**config.mk**
```make
export PLATFORM = sky130hd
export DESIGN_NAME = key_press_event_detector
export DESIGN_NICKNAME = d
export VERILOG_FILES = /design/src/kped_pkg.sv /design/src/kped_edge_fifo.sv /design/src/kped_evt_q.sv /design/src/key_press_event_detector.sv
export VERILOG_INCLUDE_DIRS = /design/src /design/src/src
export SDC_FILE = /design/constraint.sdc
export NUM_CORES = 1
export LEC_CHECK = 0
export ABC_AREA = 1
export BUFFER_PORTS_ARGS = -buffer_cell sky130_fd_sc_hd__buf_4
export CAP_MARGIN = 10
export CORE_MARGIN = 5
export CORE_UTILIZATION = 66
export CTS_CLUSTER_DIAMETER = 120
export CTS_CLUSTER_SIZE = 30
export DETAILED_ROUTE_END_ITERATION = 6
export GPL_TIMING_DRIVEN = 0
export PLACE_DENSITY = 0.95
export SLEW_MARGIN = 20
export SYNTH_ARGS = -nofsm -noshare
export SYNTH_HDL_FRONTEND = slang
export SYNTH_HIERARCHICAL = 1
export SYNTH_SLANG_ARGS = --single-unit
```
**constraint.sdc**
```tcl
create_clock -name clk -period 19.57 [get_ports clk]
set_input_delay 3.914 -clock clk [delete_from_list [all_inputs] [get_ports clk]]
set_output_delay 3.914 -clock clk [all_outputs]
set_load 0.01 [all_outputs]
```
**src/assert_macros.svh**
```systemverilog
// ---------------------------------------------------------------------------
// Assertion macros
// Shared concurrent assertion wrappers; define NO_ASSERTIONS to drop them.
// ---------------------------------------------------------------------------
`ifndef ASSERT_MACROS_SVH
`define ASSERT_MACROS_SVH

`ifndef NO_ASSERTIONS

// checked only outside reset
`define KPED_ASSERT(lbl, clk, rst, prop, msg) \
  lbl: assert property (@(posedge clk) disable iff (rst) prop) else $error(msg);

// checked on every edge, reset included
`define KPED_ASSERT_ALWAYS(lbl, clk, prop, msg) \
  lbl: assert property (@(posedge clk) prop) else $error(msg);

`else

`define KPED_ASSERT(lbl, clk, rst, prop, msg)
`define KPED_ASSERT_ALWAYS(lbl, clk, prop, msg)

`endif

`endif

```
**src/kped_pkg.sv**
```systemverilog
// ---------------------------------------------------------------------------
// kped_pkg
// Types and constants shared by the key press event detector.
// ---------------------------------------------------------------------------
`timescale 1ns / 1ps

package kped_pkg;

  localparam int KEY_W     = 8;
  localparam int REL_BIT   = 8;   // edge entry: bit 8 set = release
  localparam int EVQ_DEPTH = 4;   // event output queue

  localparam logic [3:0]  DEBOUNCE_RST = 4'd3;
  localparam logic [15:0] LONG_RST     = 16'd40;
  localparam logic [15:0] REPEAT_RST   = 16'd4;
  localparam logic [7:0]  NO_KEY_RST   = 8'd0;

  typedef enum logic [2:0] {
    EV_DOWN   = 3'd0,
    EV_UP     = 3'd1,
    EV_SHORT  = 3'd2,
    EV_LONG   = 3'd3,
    EV_REPEAT = 3'd4
  } ev_kind_t;

  typedef enum logic [2:0] {
    PH_IDLE         = 3'd0,
    PH_WAIT_DOWN    = 3'd1,
    PH_WAIT_UP      = 3'd2,
    PH_LONG_CHECK   = 3'd3,
    PH_WAIT_UP2     = 3'd4,
    PH_REPEAT_CHECK = 3'd5,
    PH_FINISH       = 3'd6
  } phase_t;

  typedef enum logic [1:0] {
    REG_DEBOUNCE = 2'd0,
    REG_LONG     = 2'd1,
    REG_REPEAT   = 2'd2,
    REG_NO_KEY   = 2'd3
  } cfg_reg_t;

  typedef logic [KEY_W:0] edge_t;

  // optional release (a) and press (b) edge pushes, release first
  typedef struct packed {
    logic  a_en;
    edge_t a;
    logic  b_en;
    edge_t b;
  } push_req_t;

  typedef struct packed {
    logic  avail;  // an entry can be popped this tick
    logic  more;   // another entry remains after that pop
    edge_t head;
  } fifo_stat_t;

  typedef struct packed {
    ev_kind_t         kind;
    logic [KEY_W-1:0] key;
    logic             last;
  } event_t;

  typedef struct packed {
    logic [1:0] cnt;
    event_t     ev0;
    event_t     ev1;
  } evq_wr_t;

endpackage

```
**src/kped_edge_fifo.sv**
```systemverilog
// ---------------------------------------------------------------------------
// kped_edge_fifo
// Edge event FIFO in two synchronous memory banks with head prefetch.
// ---------------------------------------------------------------------------
`timescale 1ns / 1ps

module kped_edge_fifo #(
  parameter int DEPTH = 8
) (
  input  logic                  clk,
  input  logic                  rst,
  input  kped_pkg::push_req_t   push,
  input  logic                  pop,
  output kped_pkg::fifo_stat_t  stat
);
  import kped_pkg::*;

  // slots alternate banks, so the two pushes of one tick never collide
  localparam int PTR_W  = (DEPTH > 4) ? $clog2(DEPTH) : 2;
  localparam int ROW_W  = PTR_W - 1;
  localparam int ROWS   = 2 ** ROW_W;
  localparam int FILL_W = $clog2(DEPTH + 1);
  localparam logic [FILL_W-1:0] FILL_MAX = FILL_W'(DEPTH);

  edge_t mem0 [ROWS];
  edge_t mem1 [ROWS];

  logic [PTR_W-1:0]  head, tail;
  logic [FILL_W-1:0] fill;
  edge_t             rd0, rd1;
  logic              sel;

  logic              acc_a, acc_b, w0_en, w1_en;
  logic [FILL_W-1:0] fill_a, fill_p, fill_next;
  edge_t             w0_data, w1_data;
  logic [PTR_W-1:0]  tail1, head_next, tail_next;
  logic              we0, we1;
  logic [ROW_W-1:0]  wrow0, wrow1, rrow;
  edge_t             wd0, wd1;

  always_comb begin
    acc_a   = push.a_en && (fill < FILL_MAX);
    fill_a  = fill + FILL_W'(acc_a);
    acc_b   = push.b_en && (fill_a < FILL_MAX);
    fill_p  = fill_a + FILL_W'(acc_b);
    w0_en   = acc_a || acc_b;
    w0_data = acc_a ? push.a : push.b;
    w1_en   = acc_a && acc_b;
    w1_data = push.b;
    tail1   = tail + PTR_W'(1);

    we0   = tail[0] ? w1_en : w0_en;
    wd0   = tail[0] ? w1_data : w0_data;
    wrow0 = tail[0] ? tail1[PTR_W-1:1] : tail[PTR_W-1:1];
    we1   = tail[0] ? w0_en : w1_en;
    wd1   = tail[0] ? w0_data : w1_data;
    wrow1 = tail[0] ? tail[PTR_W-1:1] : tail1[PTR_W-1:1];

    head_next = head + PTR_W'(pop);
    tail_next = tail + PTR_W'(w0_en) + PTR_W'(w1_en);
    fill_next = fill_p - FILL_W'(pop);
    rrow      = head_next[PTR_W-1:1];

    stat.avail = (fill_p != '0);
    stat.more  = (fill_p > FILL_W'(1));
    // empty FIFO: the head is the first entry pushed this tick
    stat.head  = (fill == '0) ? w0_data : (sel ? rd1 : rd0);
  end

  always_ff @(posedge clk) begin
    if (rst) begin
      head <= '0;
      tail <= '0;
      fill <= '0;
    end else begin
      head <= head_next;
      tail <= tail_next;
      fill <= fill_next;
    end
  end

  // write-first read of the next head slot
  always_ff @(posedge clk) begin
    if (we0) begin
      mem0[wrow0] <= wd0;
    end
    rd0 <= (we0 && wrow0 == rrow) ? wd0 : mem0[rrow];
  end

  always_ff @(posedge clk) begin
    if (we1) begin
      mem1[wrow1] <= wd1;
    end
    rd1 <= (we1 && wrow1 == rrow) ? wd1 : mem1[rrow];
    sel <= head_next[0];
  end

endmodule

```
**src/kped_evt_q.sv**
```systemverilog
// ---------------------------------------------------------------------------
// kped_evt_q
// Output event queue: takes up to two events per cycle, sends one while event_ready is high.
// ---------------------------------------------------------------------------
`timescale 1ns / 1ps

module kped_evt_q (
  input  logic              clk,
  input  logic              rst,
  input  kped_pkg::evq_wr_t wr,
  output logic              room,
  output logic              event_valid,
  input  logic              event_ready,
  output kped_pkg::event_t  head
);
  import kped_pkg::*;

  localparam int IDX_W = $clog2(EVQ_DEPTH);
  localparam int CNT_W = $clog2(EVQ_DEPTH + 1);

  event_t           q [EVQ_DEPTH];
  logic [IDX_W-1:0] rp, wp;
  logic [CNT_W-1:0] count;
  logic             rd;

  assign event_valid = (count != '0);
  assign head        = q[rp];
  assign rd          = event_valid && event_ready;
  assign room        = (count <= CNT_W'(EVQ_DEPTH - 2));

  always_ff @(posedge clk) begin
    if (rst) begin
      rp    <= '0;
      wp    <= '0;
      count <= '0;
    end else begin
      rp    <= rp + IDX_W'(rd);
      wp    <= wp + IDX_W'(wr.cnt);
      count <= count + CNT_W'(wr.cnt) - CNT_W'(rd);
    end
  end

  always_ff @(posedge clk) begin
    if (wr.cnt != 2'd0) begin
      q[wp] <= wr.ev0;
    end
    if (wr.cnt == 2'd2) begin
      q[wp + IDX_W'(1)] <= wr.ev1;
    end
  end

endmodule

```
**src/key_press_event_detector.sv**
```systemverilog
// ---------------------------------------------------------------------------
// key_press_event_detector
// Timing: the events of a tick are offered on the event channel in the cycle
//   after the scan transfer if the queue was empty; a tick's two events go in turn.
// Throughput: one scan tick per cycle while the four-entry event queue has
//   two free slots; the queue drains one event transfer per cycle.
// Reset: synchronous; control state and registers return to defaults, the
//   edge FIFO memory is not cleared (no entry is read before it is written).
// ---------------------------------------------------------------------------
`timescale 1ns / 1ps
`include "assert_macros.svh"

module key_press_event_detector #(
  parameter int EDGE_FIFO_DEPTH = 8
) (
  input  logic        clk,
  input  logic        rst,
  // scan channel
  input  logic        scan_valid,
  output logic        scan_ready,
  input  logic [7:0]  scan_code,
  // event channel
  output logic        event_valid,
  input  logic        event_ready,
  output logic [2:0]  event_kind,
  output logic [7:0]  key_code,
  output logic        last_of_tick,
  // register port
  input  logic        psel,
  input  logic        penable,
  input  logic        pwrite,
  input  logic [3:0]  paddr,
  input  logic [31:0] pwdata,
  output logic [31:0] prdata,
  output logic        pready
);
  import kped_pkg::*;

  // ---- configuration registers -------------------------------------------
  logic [3:0]  debounce_count;
  logic [15:0] long_press_count;
  logic [15:0] repeat_count;
  logic [7:0]  no_key_code;
  cfg_reg_t    reg_sel;
  logic        cfg_wr;

  assign pready  = 1'b1;
  assign reg_sel = cfg_reg_t'(paddr[3:2]);
  assign cfg_wr  = psel && penable && pwrite;

  always_ff @(posedge clk) begin
    if (rst) begin
      debounce_count   <= DEBOUNCE_RST;
      long_press_count <= LONG_RST;
      repeat_count     <= REPEAT_RST;
      no_key_code      <= NO_KEY_RST;
    end else if (cfg_wr) begin
      case (reg_sel)
        REG_DEBOUNCE: debounce_count   <= pwdata[3:0];
        REG_LONG:     long_press_count <= pwdata[15:0];
        REG_REPEAT:   repeat_count     <= pwdata[15:0];
        REG_NO_KEY:   no_key_code      <= pwdata[7:0];
        default: ;
      endcase
    end
  end

  always_comb begin
    case (reg_sel)
      REG_DEBOUNCE: prdata = {28'd0, debounce_count};
      REG_LONG:     prdata = {16'd0, long_press_count};
      REG_REPEAT:   prdata = {16'd0, repeat_count};
      REG_NO_KEY:   prdata = {24'd0, no_key_code};
      default:      prdata = '0;
    endcase
  end

  // ---- debounce -----------------------------------------------------------
  // A code is stable once the streak of equal samples reaches debounce_count.
  // After each hit the streak restarts from zero on the next tick.
  logic       tick;
  logic       scan_restart;
  logic [3:0] scan_streak;
  logic [7:0] sample_history;
  logic [7:0] stable_key;
  logic [3:0] streak_inc;
  logic       match, hit, change;
  push_req_t  push;

  assign tick = scan_valid && scan_ready;

  always_comb begin
    match      = (scan_code == sample_history);
    streak_inc = (scan_restart ? 4'd0 : scan_streak) + 4'd1;
    hit        = match && (streak_inc >= debounce_count);
    change     = hit && (scan_code != stable_key);
    // release of the old key goes in ahead of the press of the new one
    push.a_en  = tick && change && (stable_key != no_key_code);
    push.a     = {1'b1, stable_key};
    push.b_en  = tick && change && (scan_code != no_key_code);
    push.b     = {1'b0, scan_code};
  end

  always_ff @(posedge clk) begin
    if (rst) begin
      scan_restart   <= 1'b1;
      scan_streak    <= '0;
      sample_history <= NO_KEY_RST;
      stable_key     <= NO_KEY_RST;
    end else if (tick) begin
      scan_restart   <= hit;
      scan_streak    <= match ? streak_inc : 4'd0;
      sample_history <= scan_code;
      if (change) begin
        stable_key <= scan_code;
      end
    end
  end

  // ---- edge FIFO ----------------------------------------------------------
  // Memory backed; pushes of a tick are visible to the pop of the same tick.
  fifo_stat_t fstat;
  logic       pop;

  kped_edge_fifo #(
    .DEPTH (EDGE_FIFO_DEPTH)
  ) u_edge_fifo (
    .clk  (clk),
    .rst  (rst),
    .push (push),
    .pop  (pop),
    .stat (fstat)
  );

  // ---- event detector -----------------------------------------------------
  // At most one pop per tick: after a down event with more edges queued the
  // detector waits for the next tick. Hold count advances once per pass
  // through the wait states, i.e. every second tick while a key is held.
  phase_t      phase, phase_next;
  edge_t       held_event, held_next;
  logic [15:0] hold_counter, hold_next;
  logic [1:0]  ev_cnt;
  ev_kind_t    k0, k1;
  logic [7:0]  key0, key1;
  evq_wr_t     evq_wr;
  logic        room;

  always_ff @(posedge clk) begin
    if (rst) begin
      phase        <= PH_IDLE;
      held_event   <= {1'b1, NO_KEY_RST};
      hold_counter <= '0;
    end else if (tick) begin
      phase        <= phase_next;
      held_event   <= held_next;
      hold_counter <= hold_next;
    end
  end

  always_comb begin
    phase_next = phase;
    held_next  = held_event;
    hold_next  = hold_counter;
    pop        = 1'b0;
    ev_cnt     = 2'd0;
    k0         = EV_DOWN;
    k1         = EV_SHORT;
    key0       = held_event[7:0];
    key1       = held_event[7:0];
    case (phase)
      PH_IDLE, PH_WAIT_DOWN: begin
        if (phase == PH_IDLE) begin
          hold_next  = '0;
          phase_next = PH_WAIT_DOWN;
        end
        if (fstat.avail) begin
          pop       = tick;
          held_next = fstat.head;
          // a release while waiting for a press is discarded
          if (!fstat.head[REL_BIT]) begin
            ev_cnt     = 2'd1;
            k0         = EV_DOWN;
            key0       = fstat.head[7:0];
            phase_next = PH_WAIT_UP;
            if (!fstat.more) begin
              // nothing left to pop: straight into the first hold step
              hold_next  = hold_next + 16'd1;
              phase_next = PH_LONG_CHECK;
            end
          end
        end
      end
      PH_WAIT_UP: begin
        if (!fstat.avail) begin
          hold_next  = hold_counter + 16'd1;
          phase_next = PH_LONG_CHECK;
        end else begin
          pop       = tick;
          held_next = fstat.head;
          // a new press replaces the held key silently
          if (fstat.head[REL_BIT]) begin
            ev_cnt     = 2'd2;
            k0         = EV_UP;
            k1         = EV_SHORT;
            key0       = fstat.head[7:0];
            key1       = fstat.head[7:0];
            phase_next = PH_IDLE;
          end
        end
      end
      PH_LONG_CHECK: begin
        if (hold_counter < long_press_count) begin
          phase_next = PH_WAIT_UP;
        end else begin
          ev_cnt = 2'd1;
          k0     = EV_LONG;
          if (!fstat.avail) begin
            hold_next  = 16'd1;
            phase_next = PH_REPEAT_CHECK;
          end else begin
            pop        = tick;
            held_next  = fstat.head;
            hold_next  = '0;
            phase_next = PH_FINISH;
          end
        end
      end
      PH_WAIT_UP2: begin
        if (!fstat.avail) begin
          hold_next  = hold_counter + 16'd1;
          phase_next = PH_REPEAT_CHECK;
        end else begin
          pop        = tick;
          held_next  = fstat.head;
          phase_next = PH_FINISH;
        end
      end
      PH_REPEAT_CHECK: begin
        if (hold_counter >= repeat_count) begin
          hold_next = '0;
          ev_cnt    = 2'd1;
          k0        = EV_REPEAT;
        end
        phase_next = PH_WAIT_UP2;
      end
      PH_FINISH: begin
        if (held_event[REL_BIT]) begin
          ev_cnt     = 2'd1;
          k0         = EV_UP;
          phase_next = PH_IDLE;
        end else begin
          phase_next = PH_WAIT_UP2;
        end
      end
      default: begin
        phase_next = PH_IDLE;
      end
    endcase

    evq_wr.cnt      = tick ? ev_cnt : 2'd0;
    evq_wr.ev0.kind = k0;
    evq_wr.ev0.key  = key0;
    evq_wr.ev0.last = (ev_cnt == 2'd1);
    evq_wr.ev1.kind = k1;
    evq_wr.ev1.key  = key1;
    evq_wr.ev1.last = 1'b1;
  end

  // ---- event queue --------------------------------------------------------
  event_t evq_head;

  kped_evt_q u_evt_q (
    .clk         (clk),
    .rst         (rst),
    .wr          (evq_wr),
    .room        (room),
    .event_valid (event_valid),
    .event_ready (event_ready),
    .head        (evq_head)
  );

  // a tick is taken only while two event slots are free
  assign scan_ready   = room;
  assign event_kind   = evq_head.kind;
  assign key_code     = evq_head.key;
  assign last_of_tick = evq_head.last;

  // ---- assertions ---------------------------------------------------------
  logic long_hit;

  assign long_hit = tick && (phase == PH_LONG_CHECK) && (hold_counter >= long_press_count);

  `KPED_ASSERT(a_pop_needs_entry, clk, rst, pop |-> fstat.avail, "pop from empty edge FIFO")
  `KPED_ASSERT(a_evt_shown, clk, rst, (evq_wr.cnt != 2'd0) |=> event_valid, "event not queued")
  `KPED_ASSERT(a_evt_only_on_tick, clk, rst, (evq_wr.cnt != 2'd0) |-> tick, "event without tick")
  `KPED_ASSERT(a_long_clr, clk, rst, long_hit |=> (hold_counter <= 16'd1), "hold not cleared")

endmodule
```
==> metrics <==
post-route clock period utilization 49.69%; hold crit path type register to register; sequential-to-total area share from yosys stat 43.69%; clock root buffer clkbuf_16; final hold violations 0; clock period minus worst slack between 9 and 10 ns; CP dominant cell by count nand2_1; multiplexer area fraction after synthesis 0.6710%; DP Area 14370 µm²; DR iter-0 viols between 1500 and 2000; RD Place Congestion 0.9671; asr flop ratio synth 0%; RSZ-0062 raised after global routing false; crit end category register; global route overflow 0; Pleak 6.147 nW; total die area ~23000 µm²; Syn Inst Count 1686; synthesized area per cell 7.964 µm²; post-synthesis simple-gate area fraction a little over a fifth; CTS max path bufs 3; Die Span Y 152.6 µm; Clk pwr share 15.5%; largest net degree at the start of global routing 32; Synth Cell Area 13430 µm²; Net Sw Frac 42.44%; net switching power 0.0007056 W; most frequent cell after synthesis nand2_1; clk_lat worst skew 0.48 ns; CTS clk-pin slew, worst paths between 0.1 and 0.15 ns; Fmax 0.1028 GHz; Die Wd 152.6 µm; maxcap violations 0; Sink Count 233; worst path arrival time a little under 10 ns; cell family with most CP delay simple AND/OR/NAND/NOR gates; synth warn 6; leading area contributor after synthesis edfxtp_1; FP Rows 52; Max Transition Viols Final 0; Int Power around 0.00096 W; first-pass GRT wire length roughly 58000 µm; CTS tree done; Core Area about 20000 µm²; Combinational Power Share 46.6%; power per cell area roughly 110 nW/µm²; Post-CTS Resized 0; Starting Density between 60% and 70%; hold-fix buffers at CTS 0; Placement Setup Slack ~9.5 ns; crit-path max FO 10; status finished, final reports clean; Remaining DRCs 0; Compound-Gate Fraction of Synth Area 17.79%; Bufs and invs on worst path 10; vias in the first global route between 10000 and 15000; Final Instance Area about 15000 µm²; adder-cell share of the synthesized area 5.424%; CP required 19.77 ns; post-route ant nets 0; via count 12530; final worst slack 9.845 ns; Sequential Power Share 37.9%; TritonCTS Buffers 11; diodes inserted 0; Slew headroom 25.15%; top-area cell type share of the netlist area 26.84%; drt via density 6.088; FF+latch count, synth approximately 230; post-CTS setup buffer count 0; Initial DRT Pass Iterations 6; total power roughly 0.0017 W; CP max-delay cell o31ai_2; VDD IR max 0.07379 mV; Setup CP Type input port to register; fin util about 73%; Synth Area in XOR/XNOR around 1.7%; slew at the pin closest to its max-slew limit 1.123 ns; Port Buffers 62; routed len/inst 17.61 µm; Post-Route Setup TNS 0 ns; # nets final 1893; Total GRT Usage 29.81%; CP Launch Type input port; top cells by area, synth edfxtp_1, dfxtp_1, nand2_1; worst stage delay on the critical path 0.64 ns; Post-synth EDFFs 120; antenna violations before repair 0; final setup fails 0; synthesis-to-layout area growth 9.281%; Most used DFF post-synth edfxtp_1; IO Count 98; H-Tree Level Count 1; layout cells sized above 1 11.30%; Unique masters post-synth 54; Synth top cells by count nand2_1, nor2_1, o21ai_0; WL final 36240 µm; largest family of logic cells by synthesized area simple AND/OR/NAND/NOR gates; skew final 0.01896 ns; DP HPWL between 20000 and 30000 µm
## state kept, by name, summed over array words and instances, names as in the netlist, 2 cells and up, named ones only
name and flops:
stable_key 8, phase 3, scan_streak 4, u_evt_q/rp 2, u_edge_fifo/tail 3, long_press_count 16
u_evt_q/wp 2, hold_counter 16, u_edge_fifo/mem0 36, u_edge_fifo/head 3, debounce_count 4, no_key_code 8
u_evt_q/count 3, u_edge_fifo/fill 4, sample_history 8, held_event 9, u_evt_q/q 48, u_edge_fifo/mem1 36
repeat_count 16
## cell families after synthesis
group	Yosys count
compound gates	426
xor+xnor	26
fa+ha+maj	57
buf+inv	271
flops	233
mux	9
other cells	2
simple gates	662
## power groups by stage
| stage | logic (W) | registers (W) | clock network, W |
|---|---|---|---|
| 6_report | 0.000775 | 0.000631 | 0.000257 |
| 2_1_floorplan | 0.000536 | 0.000628 | 0 |
| 3_3_place_gp | 0.000703 | 0.000638 | 0 |
| 3_5_place_dp | 0.000749 | 0.000641 | 0 |
| 4_1_cts | 0.000756 | 0.000629 | 0.000257 |
| 5_1_grt | 0.000859 | 0.000634 | 0.000274 |
## worst register-to-register path: cells and delay by family (launching register included)
kind            cells  cell delay [ns]
buf+inv             9             1.26
fa+ha+maj           5             1.21
xor+xnor            1             0.18
simple gates       19             2.74
compound gates      2             0.86
flops               1             0.47
## routing by layer
layer	global-route usage [%]	vias up	share of wire [%]
met5	0	-	0
met4	12.98	0	4.7
met3	4.970	154	11
met2	51.68	849	48
met1	36.78	5677	37
li1	-	5850	-
## metrics by stage
| stage | hold WS, ns | cells |
|---|---|---|
| 2_1_floorplan | 0.4372 | 1709 |
| 5_1_grt | 0.5107 | 2058 |
| 3_5_place_dp | 0.4564 | 2042 |
| 3_3_place_gp | 0.4529 | 2041 |
| 6_report | 0.4799 | 2058 |
| 4_1_cts | 0.4784 | 2058 |
## placed cells by master (no fill, tap or decap), drive strengths merged, types with 11 or more instances in the layout
master | synthesis | layout
a21oi | 110 | 110
buf | 53 | 116
clkbuf | 34 | 49
conb | 2 | 25
dfxtp | 113 | 113
edfxtp | 120 | 120
ha | 55 | 55
inv | 182 | 183
nand2 | 311 | 311
nand3 | 61 | 61
nand4 | 27 | 27
nor2 | 230 | 230
nor3 | 11 | 11
o211ai | 34 | 34
o21ai | 237 | 237
o22ai | 25 | 25
or2 | 13 | 13
xor2 | 21 | 21
## cell type report
cell class | instances | area [µm²]
clock inverter | 1 | 8.758
buffer | 87 | 540.5
fill | 1407 | 5431
clock buffer | 15 | 290.3
inverter | 184 | 693.2
sequential | 233 | 5866
timing repair buffer | 63 | 473.0
tap | 270 | 337.8
multi-input combinational | 1205 | 6464
## final timing paths
kind                             from  cells past startpoint              end  slack (ns)
hold reg to reg   u_edge_fifo/head[2]                      2         register        0.48
hold / removal    u_edge_fifo/head[2]                      2         register        0.48
setup reg to reg         scan_restart                     36  u_evt_q/q[1][1]       12.59
setup / recovery         scan_code[3]                     34  u_evt_q/q[1][1]        9.85
Note: power is estimated with default switching activity, not from simulation.
